$ cat src/hw/rtl/tkl_pkg.sv
// Shared types and constants for the top-K leaderboard upsert block.
`timescale 1ns / 1ps

package tkl_pkg;

    localparam int IN_KEY_W   = 32;
    localparam int SCORE_W    = 64;
    localparam int RANK_OUT_W = 7;
    localparam int WIDE_W     = 64;

    typedef logic signed [SCORE_W-1:0] score_t;

    // Per-slot status handed between neighboring cells
    typedef struct packed {
        logic used;
        logic ge;
    } tkl_flag_t;

    typedef enum logic {
        S_IDLE,
        S_APPLY
    } tkl_state_t;

endpackage

$ cat src/hw/rtl/tkl_cell.sv
// One leaderboard slot: compares against the incoming entry and takes its new content.
`timescale 1ns / 1ps

module tkl_cell #(
    parameter int KEY_BITS = 32,
    parameter int RANK_W   = 7,
    parameter int INDEX    = 0
) (
    input  logic                clk,
    input  logic                rst_n,
    input  logic                load,
    input  logic                apply,
    input  logic [KEY_BITS-1:0] cmp_key,
    input  tkl_pkg::score_t     cmp_score,
    input  logic [KEY_BITS-1:0] new_key,
    input  tkl_pkg::score_t     new_score,
    input  logic [KEY_BITS-1:0] prev_key,
    input  tkl_pkg::score_t     prev_score,
    input  tkl_pkg::tkl_flag_t  prev_flag,
    input  logic [KEY_BITS-1:0] next_key,
    input  tkl_pkg::score_t     next_score,
    input  tkl_pkg::tkl_flag_t  next_flag,
    input  logic                bef_in,
    output logic                bef_out,
    input  logic [RANK_W-1:0]   rank_in,
    output logic [RANK_W-1:0]   rank_out,
    output logic [KEY_BITS-1:0] key,
    output tkl_pkg::score_t     score,
    output tkl_pkg::tkl_flag_t  flag
);
    import tkl_pkg::*;

    localparam logic [RANK_W-1:0] MY_RANK = RANK_W'(INDEX + 1);

    logic [KEY_BITS-1:0] key_reg, key_next;
    score_t              score_reg, score_next;
    logic                used_reg, used_next;
    logic                match_reg, match_next;
    logic                ge_reg, ge_next;
    logic                at_or_bef;
    logic                cur_ge;
    logic                prv_ge;
    logic                ins;

    // Compare against the request as it is accepted
    always_comb
    begin
        match_next = match_reg;
        ge_next    = ge_reg;
        if (load)
        begin
            match_next = used_reg && (key_reg == cmp_key);
            ge_next    = used_reg && (key_reg != cmp_key) && (score_reg >= cmp_score);
        end
    end

    // Slot i of the table with the matching entry removed comes from i or i+1;
    // the new entry goes in front of the first such slot that scores below it.
    always_comb
    begin
        at_or_bef = bef_in | match_reg;
        cur_ge    = at_or_bef ? next_flag.ge : ge_reg;
        prv_ge    = bef_in ? ge_reg : prev_flag.ge;
        ins       = !cur_ge && prv_ge;

        key_next   = key_reg;
        score_next = score_reg;
        used_next  = used_reg;
        if (apply)
        begin
            if (cur_ge)
            begin
                key_next   = at_or_bef ? next_key : key_reg;
                score_next = at_or_bef ? next_score : score_reg;
                used_next  = at_or_bef ? next_flag.used : used_reg;
            end
            else if (prv_ge)
            begin
                key_next   = new_key;
                score_next = new_score;
                used_next  = 1'b1;
            end
            else
            begin
                key_next   = bef_in ? key_reg : prev_key;
                score_next = bef_in ? score_reg : prev_score;
                used_next  = bef_in ? used_reg : prev_flag.used;
            end
        end
    end

    always_ff @(posedge clk or negedge rst_n)
    begin
        if (!rst_n)
        begin
            used_reg  <= 1'b0;
            match_reg <= 1'b0;
            ge_reg    <= 1'b0;
        end
        else
        begin
            used_reg  <= used_next;
            match_reg <= match_next;
            ge_reg    <= ge_next;
        end
    end

    always_ff @(posedge clk)
    begin
        key_reg   <= key_next;
        score_reg <= score_next;
    end

    assign bef_out  = at_or_bef;
    assign rank_out = rank_in | (ins ? MY_RANK : '0);
    assign key      = key_reg;
    assign score    = score_reg;
    assign flag     = '{used: used_reg, ge: ge_reg};

endmodule

$ cat config.mk
export PLATFORM = sky130hd
export DESIGN_NAME = tkl_cell
export DESIGN_NICKNAME = d
export VERILOG_FILES = /design/src/hw/rtl/tkl_pkg.sv /design/src/hw/rtl/tkl_cell.sv
export SDC_FILE = /design/constraint.sdc
export NUM_CORES = 1
export LEC_CHECK = 0
export ABC_AREA = 0
export CAP_MARGIN = 0
export CORE_AREA = 10 10 187 189
export DETAILED_ROUTE_END_ITERATION = 10
export DIE_AREA = 0 0 197 199
export DONT_BUFFER_PORTS = 1
export PLACE_DENSITY_LB_ADDON = 0.2
export SLEW_MARGIN = 20
export SYNTH_ARGS = -nofsm -noshare
export SYNTH_HDL_FRONTEND = slang
export SYNTH_SLANG_ARGS = --single-unit
$ cat constraint.sdc
create_clock -name clk -period 5.05 [get_ports clk]
set_input_delay 0.7575 -clock clk [delete_from_list [all_inputs] [get_ports clk]]
set_output_delay 0.7575 -clock clk [all_outputs]
set_load 0.1 [all_outputs]
# After elaboration in Yosys (flattened, before gate mapping)
# Cells that the tools add are included.
dict set report totals {
  regBits 99
  latch_bits 0
  ram_bits 0
  rom_bits 0
  input_bits 400
  output_inout_bits 106
  word_cells 33
  mem_count 0
}
dict set report op_classes {
  n_addsub 0
  mul 0
  n_div 0
  order_cmp 1
  eq_ne 4
  n_shift 0
  muxes 15
  n_bitwise 2
  reduce_logical 6
}
# operator n
set op_table {}
lappend op_table {{64-bit two-way mux} 4}
lappend op_table {{32-bit two-way mux} 4}
lappend op_table {{64-bit greater-or-equal comparator} 1}
lappend op_table {{32-bit == test} 1}
lappend op_table {{32-bit != test} 1}
lappend op_table {{1-bit two-way mux} 7}
lappend op_table {{7-bit by 1-bit bitwise OR with 7-bit output} 1}
lappend op_table {{1-bit logical AND} 4}
lappend op_table {{3-bit by 1-bit != test with 1-bit output, second input constant} 1}
lappend op_table {{3-bit AND reduction} 1}
lappend op_table {{2-bit != test, second input constant} 1}
lappend op_table {{1-bit zero test} 1}
lappend op_table {{1-bit bitwise OR} 1}

# Longest topological paths before layout
# Gate-level depths: netlist of run 1.
dict set report depth {
  depth_word 6
  depth_mapped 9
  ltp_nobuf 9
}

# Least setup slack after synthesis of run 1
# No wires, ideal clock.
dict set report synth_path {
  path_kind {input-to-reg}
  from {input bef_in}
  to {register used_reg}
  setup_time_ps 130
  arrival_ps 4565
  t_required_ps 4920
  path_slack_ps 354
  cell_stages 4
  n_path_buf 0
  path_cell_list {or2_1 -> or2_2 -> o311a_1 -> mux2_2}
}
dict set report synth_between {
  elab_chain_len 4
  word_cells_on_any_way 8
  cone_classes {eq/ne: 2; mux: 4; bitwise: 1; reduce/logical: 1}
}
# item line_no
set synth_rtl {}
lappend synth_rtl {{start: declaration} tkl_cell.sv:23} ;# input logic bef_in,
lappend synth_rtl {{1-bit bitwise OR} tkl_cell.sv:61} ;# at_or_bef = bef_in | match_reg;
lappend synth_rtl {{1-bit two-way mux} tkl_cell.sv:62} ;# cur_ge = at_or_bef ? next_flag.ge : ge_reg;
lappend synth_rtl {{3-bit by 1-bit != test with 1-bit output (no source line) / 2-bit != test (equally long branches)} -}
lappend synth_rtl {{3-bit AND reduction (no source line)} -}
lappend synth_rtl {{end signal: assignment} tkl_cell.sv:102} ;# used_reg <= used_next;
lappend synth_rtl {{end: declaration} tkl_cell.sv:37} ;# logic used_reg, used_next;
# Several ways; a longest one is shown, not always the timed one.
# A chain may end at the register's enable or synchronous reset.

# Final worst setup path of run 1
dict set report layout_path {
  from {register match_reg}
  to {output rank_out[0]}
}
dict set report layout_between {
  elab_chain_len 6
}
# item line_no
set layout_rtl {}
lappend layout_rtl {{start: declaration} tkl_cell.sv:38} ;# logic match_reg, match_next;
lappend layout_rtl {{start signal: assignment} tkl_cell.sv:103} ;# match_reg <= match_next;
lappend layout_rtl {{1-bit bitwise OR} tkl_cell.sv:61}
lappend layout_rtl {{via bef_out} tkl_cell.sv:24} ;# output logic bef_out,
lappend layout_rtl {{1-bit two-way mux} tkl_cell.sv:62}
lappend layout_rtl {{1-bit zero test} tkl_cell.sv:64} ;# ins = !cur_ge && prv_ge;
lappend layout_rtl {{1-bit logical AND} tkl_cell.sv:64}
lappend layout_rtl {{1-bit two-way mux} tkl_cell.sv:115} ;# assign rank_out = rank_in | (ins ? MY_RANK : '0);
lappend layout_rtl {{7-bit by 1-bit bitwise OR with 7-bit output} tkl_cell.sv:115}
lappend layout_rtl {{end: declaration} tkl_cell.sv:26} ;# output logic [RANK_W-1:0] rank_out,
# The timed path passes the listed nets, and every way through them passes these cells.

==> reports/results.ini, run 1 <==
[clocking]
htreeDepth=3
cts_hold_buffers=0
ctsResizeCount=0
clock_latency_ns=0.35
clockBufferDepth=2
cts_tree=done
cts.sinks=99
cts-root-buf=clkbuf_16
cts_setup_buffers=0
cts_inserted_buffers=9
clk_pin_slew_worst_paths_ns=0.08

[setup_path]
crit_chain=or2_1 > or2_2 > nand2_1 > o21bai_2
crit_required_ns=4.29
end_kind=output port
slowest_stage=o21bai_2
cp-start-kind=register
slowest_delay_ns=0.86
path_class=reg -> out
cp.arrival_ns=2.75
worstPathMaxFanout=3

[timing]
hold_viol=0
max_freq_mhz=285
slew_violations=0
rsz0062_at_grt=false
skew_ns=0.0101
worst_pin_slew_ns=1.09
relSlewSlack_pct=27.5
period_needed_ns=3.51
timing.final.crit_share_pct=69.4
finalSetupTns_ns=0
setup_viol=0

[route]
wl_met2_um=15500
drt-met1-wl_um=10300
vias=5248
wl_per_cell_um=26.4
highest_layer=met4
viasPerCell=4.69
drtAntennaViolNets=0
first_pass_iters=4
wl_um=29500
drc=0
dr_wl_met3_um=3330
initialDrtViolationCount=157

[synthesis]
yosysSeqAreaShare_pct=41.7
synth_cell_type_count=41
synth_edf_count=96
yosys_warnings=0
synthFlopType=edfxtp_1
synth_area_per_cell_um2=9.83
syn-num-nets=1185
syn-cell-area_um2=7090
synth-async-reset-ratio_pct=3.03
ys_ff_latch=99
synthCells=721

[grt]
grt_max_degree=98
grt_pass1_vias=5689
gr-total-overflow=0
grt_first_pass_wirelength_um=40300
antenna_found_initial=0
grt_usage_pct=14.1

[finish]
layout_common_cells=a21oi_1 (121), nor2_1 (101), mux2i_1 (96), edfxtp_1 (96), inv_1 (70)
largest_register_ffs=64
multi_input_area_um2=3690
final_util_pct=25.3
nets=1175
n_fill_cell=3373
syn2layout_area_growth_pct=11.6
ff_latch_area_um2=2960
drive_gt1_share_pct=6.42
layout_commonest_cell=a21oi_1
diodes=0
layout.cells.non_filler=1118

[placed_design]
dp.final_hpwl_um=25000
gp_congestion=0.782
numPortBuffers=0
dp.cells=1102

[floorplan]
die_h_um=199
fp.dieW_um=197
core_um2=31200
fp-row-count=65
pin_count=506
start_util_pct=22.7
dieArea_um2=39200

[min_path]
hp-class=in -> async

[pwr]
power_density_nw_per_um2=541
vdd_drop_max_v=0.000250
power_w=0.00428
leakagePower_nw=3.38

[flow_run]
cap_violations=0

[outcome]
run_status=finished clean

metrics by stage:
stage,area (um^2),setup slack [ns],hold slack [ns]
4_1_cts,7910,1.50,0.0576
3_5_place_dp,7610,1.58,0.462
6_report,7910,1.54,0.0862
5_1_grt,7910,1.47,0.0540
3_3_place_gp,7610,1.57,0.462
2_1_floorplan,7090,0.354,0.449
per-layer routing:
| metal | vias to the layer above | GRT usage, % |
|---|---|---|
| met1 | 2394 | 14.2 |
| met3 | 9 | 6.71 |
| met4 | 0 | 3.22 |
| met2 | 289 | 25.7 |
| met5 | - | 0 |
| li1 | 2556 | - |
final cells by class:
| cell class | instances | area share (%) |
|---|---|---|
| sequential | 99 | 37.4 |
| timing repair buffer | 20 | 2.53 |
| clock inverter | 7 | 0.933 |
| inverter | 70 | 3.32 |
| multi-input combinational | 511 | 46.6 |
| clock buffer | 9 | 2.85 |
| tap | 402 | 6.36 |
worst paths after layout:
path | slack (ns) | startpoint | to | depth (start not counted)
worst max-delay path | 1.54 | match_reg | rank_out[0] | 4
worst min-delay path | 0.09 | rst_n | match_reg | 0
worst max register to register | 1.97 | score[19] | ge_reg | 8
worst min register to register | 0.56 | match_reg | match_reg | 1
max in group asynchronous | 4.89 | rst_n | used_reg | 0
min in group clk | 0.54 | load | match_reg | 2
synth_stat cells, types with 8 or more instances:
library cell  instances  area, um^2
nand4_1              22         138
inv_1                70         263
mux2i_1              97         971
xnor2_1              32         280
a21oi_1             121         606
buf_4                 8        60.1
nand2_1              18        67.6
buf_2                23         115
edfxtp_1             96        2880
clkbuf_1             10        37.5
ha_1                 64         801
nor2_1              101         379
critical path, delay by kind of cell (launching register included):
| family | cells | cell delay, ns |
|---|---|---|
| DFF | 1 | 0.40 |
| and+or+nand+nor | 3 | 1.13 |
| AOI/OAI and AO/OA | 1 | 0.86 |
report_power, final:
group          internal, W  switching (W)
clock             0.000389       0.000353
combinational     0.000451       0.000792
sequential         0.00116        0.00113
cells by family after synthesis:
family | count (synthesis) | share of synthesized area, %
fa+ha+maj | 64 | 11.3
flops | 99 | 41.7
xor+xnor | 32 | 3.95
buf+inv | 111 | 6.71
mux | 98 | 13.9
simple gates | 162 | 10.1
compound gates | 155 | 12.3
(Power assumes the default switching activity.)
==> run 2: changes to the inputs <==
- ABC_AREA: 0 -> 1
- CORE_AREA: 10 10 187 189 -> 10 10 190 192
- DIE_AREA: 0 0 197 199 -> 0 0 200 202
- clock period: 5.05 -> 3 ns (I/O delays scaled with it)
==> run 2 against run 1 <==
  * Clock-buffer cell count up 1
  * Clock skew fell by 0.00068 ns
  * Power increased by 65%
  * Critical path type unchanged
  * Critical endpoint unchanged
  * Utilization rose by 1.9 points
==> reports/results.ini, run 2 <==
[outcome]
run_status=finished clean

[synthesis]
synth-async-reset-ratio_pct=3.03  ; unchanged
syn-num-nets=1402  ; +18%
yosys.area.top_type_share_pct=39.7  ; -0.96 points
synth_area_per_cell_um2=7.74  ; -21%
synthCells=938  ; +30%
synth_most_common_cell=nand2_1
ys_ff_latch=99  ; unchanged
synth_edf_count=96  ; unchanged
synth_cell_type_count=32  ; -22%
synthTopCellsByArea=edfxtp_1 (40%), ha_1 (11%), nand2_1 (10%), o21ai_0 (7.2%), o21ai_1 (6.8%)
yosysSeqAreaShare_pct=40.7  ; -0.98 points
yosys_warnings=0  ; unchanged
synthFlopType=edfxtp_1
syn-cell-area_um2=7260  ; +2.4%
ys_top_cells_by_count=nand2_1 (203), nor2_1 (125), o21ai_0 (105), inv_1 (101), o21ai_1 (98)
synth_area_leader_cell=edfxtp_1

[setup_path]
crit_required_ns=2.55  ; -1.74 ns
worstPathMaxFanout=80  ; +77
path_class=reg -> out
rr_startpoint=ge_reg
end_kind=output port
r2r_slack_ns=0.70  ; -1.27 ns
worstReg2RegEnd=score[58]
cp-start-kind=register
cp.arrival_ns=2.09  ; -0.66 ns
reg2regPathDepth=7  ; -1

[clocking]
clock_latency_ns=0.38  ; +0.03 ns
cts_inserted_buffers=9  ; unchanged
clockBufferDepth=2  ; unchanged
cts_tree=done
cts-root-buf=clkbuf_16
cts.sinks=99  ; unchanged
ctsResizeCount=0  ; unchanged
cts_hold_buffers=1  ; +1
cts_setup_buffers=0  ; unchanged
clk_pin_slew_worst_paths_ns=0.07  ; about the same
htreeDepth=3  ; unchanged

[timing]
timing.final.crit_share_pct=84.7
slew_violations=0  ; unchanged
period_needed_ns=2.54
worst_pin_slew_ns=0.728  ; -0.360 ns
skew_ns=0.00941  ; -0.000683 ns
rsz0062_at_grt=false
max_freq_mhz=394
setup_viol=0  ; unchanged
finalSetupTns_ns=0  ; unchanged
relSlewSlack_pct=51.3  ; +24 points
hold_viol=0  ; unchanged

[route]
drt-met1-wl_um=12200  ; +18%
dr_wl_met3_um=2990  ; -10%
wl_per_cell_um=21.9  ; -17%
first_pass_iters=5  ; +1
wl_met2_um=16200  ; +4.5%
viasPerCell=4.55  ; -3.1%
vias=6654  ; +27%
wl_um=32100  ; +8.7%
drc=0  ; unchanged
drtAntennaViolNets=0  ; unchanged
initialDrtViolationCount=321  ; +100%
highest_layer=met5

[floorplan]
fp-row-count=66  ; +1.5%
fp.dieW_um=200  ; +1.5%
start_util_pct=22.5  ; -0.21 points
pin_count=506  ; unchanged
dieArea_um2=40400  ; +3.1%
die_h_um=202  ; +1.5%
core_um2=32300  ; +3.4%

[grt]
gr-total-overflow=0  ; unchanged
grt_max_degree=81  ; -17%
grt_pass1_vias=7118  ; +25%
grt_first_pass_wirelength_um=45300  ; +13%
antenna_found_initial=1  ; +1
grt_usage_pct=15.2  ; +1.1 points

[finish]
diodes=0  ; unchanged
multi_input_area_um2=3660  ; -0.85%
largest_register_ffs=64  ; unchanged
finalInstanceArea_um2=8810  ; +11%
layout_commonest_cell=nand2_1
n_fill_cell=3559  ; +5.5%
layout_common_cells=nand2_1 (203), nor2_1 (124), buf_4 (109), o21ai_0 (105), inv_1 (101)
syn2layout_area_growth_pct=21.3
ff_latch_area_um2=2960  ; unchanged
nets=1480  ; +26%
drive_gt1_share_pct=14.6  ; +8.2 points

[min_path]
holdPathEnd=ge_reg
hp-class=in -> reg
holdCritStartpoint=load
holdPathStages=3

[placed_design]
numPortBuffers=0  ; unchanged
dp.final_hpwl_um=27100  ; +8.3%
gp_congestion=0.802  ; +2.6%
dpl-instance-area_um2=8480  ; +11%

[pwr]
leakagePower_nw=3.83  ; +13%
power_density_nw_per_um2=803  ; +48%
vdd_drop_max_v=0.000352  ; +40%

[flow_run]
cap_violations=0  ; unchanged

run 2: through the flow:
stage,utilization [%],std cells,hold slack [ns],setup slack [ns],total power [W]
global route,27.3,1463,0.232,0.320,0.00748
global placement,26.3,1446,0.155,0.518,0.00581
detailed placement,26.3,1446,0.155,0.440,0.00584
CTS,27.3,1463,0.203,0.412,0.00719
floorplan,-,938,0.154,0.0717,0.00499
finish,27.3,1463,0.229,0.460,0.00707
run 2: cell type report:
type / instances / share of cell area, %
well taps: 442 / 6.28
multi-input cells: 687 / 41.5
flip-flops and latches: 99 / 33.6
repair buffers: 115 / 10.5
clock inverters: 6 / 1.01
inverters: 104 / 4.46
clock buffers: 10 / 2.60
run 2: critical path: stages (launching register included):
cell and delay, ns:
dfrtp_1 0.39, inv_1 0.09, nand2_1 0.10, o21ai_4 0.28, buf_12 0.41, o21bai_2 0.19, buf_12 0.20
run 2: where the power goes:
part / leakage (nW) / switching (W) / internal (W)
clock network: 0.151 / 0.000579 / 0.000734
logic: 2.72 / 0.00287 / 0.000813
registers: 0.958 / 0.000170 / 0.00190
total: 3.83 / 0.00362 / 0.00345
run 2: worst max-delay path by stage:
stage | start | endpoint | slack (ns) | depth (start not counted)
2_1_floorplan | bef_in | used_reg | 0.07 | 6
3_3_place_gp | prev_flag[0] | score[58] | 0.52 | 5
3_5_place_dp | prev_flag[0] | score[58] | 0.44 | 5
4_1_cts | ge_reg | rank_out[0] | 0.41 | 6
5_1_grt | ge_reg | rank_out[0] | 0.32 | 6
6_report | ge_reg | rank_out[0] | 0.46 | 6
run 2: logic make-up after synthesis:
group           after synthesis  share of synthesized area, %
flops                        99                          40.7
xor+xnor                     16                          1.93
simple gates                366                          20.0
buf+inv                     152                          9.18
compound gates              241                          17.1
fa+ha+maj                    64                          11.0
run 2: layer usage:
layer	track usage [%]	vias up
li1	-	3269
met1	16.5	3053
met2	26.6	302
met3	5.55	28
met4	4.98	2
met5	0	-
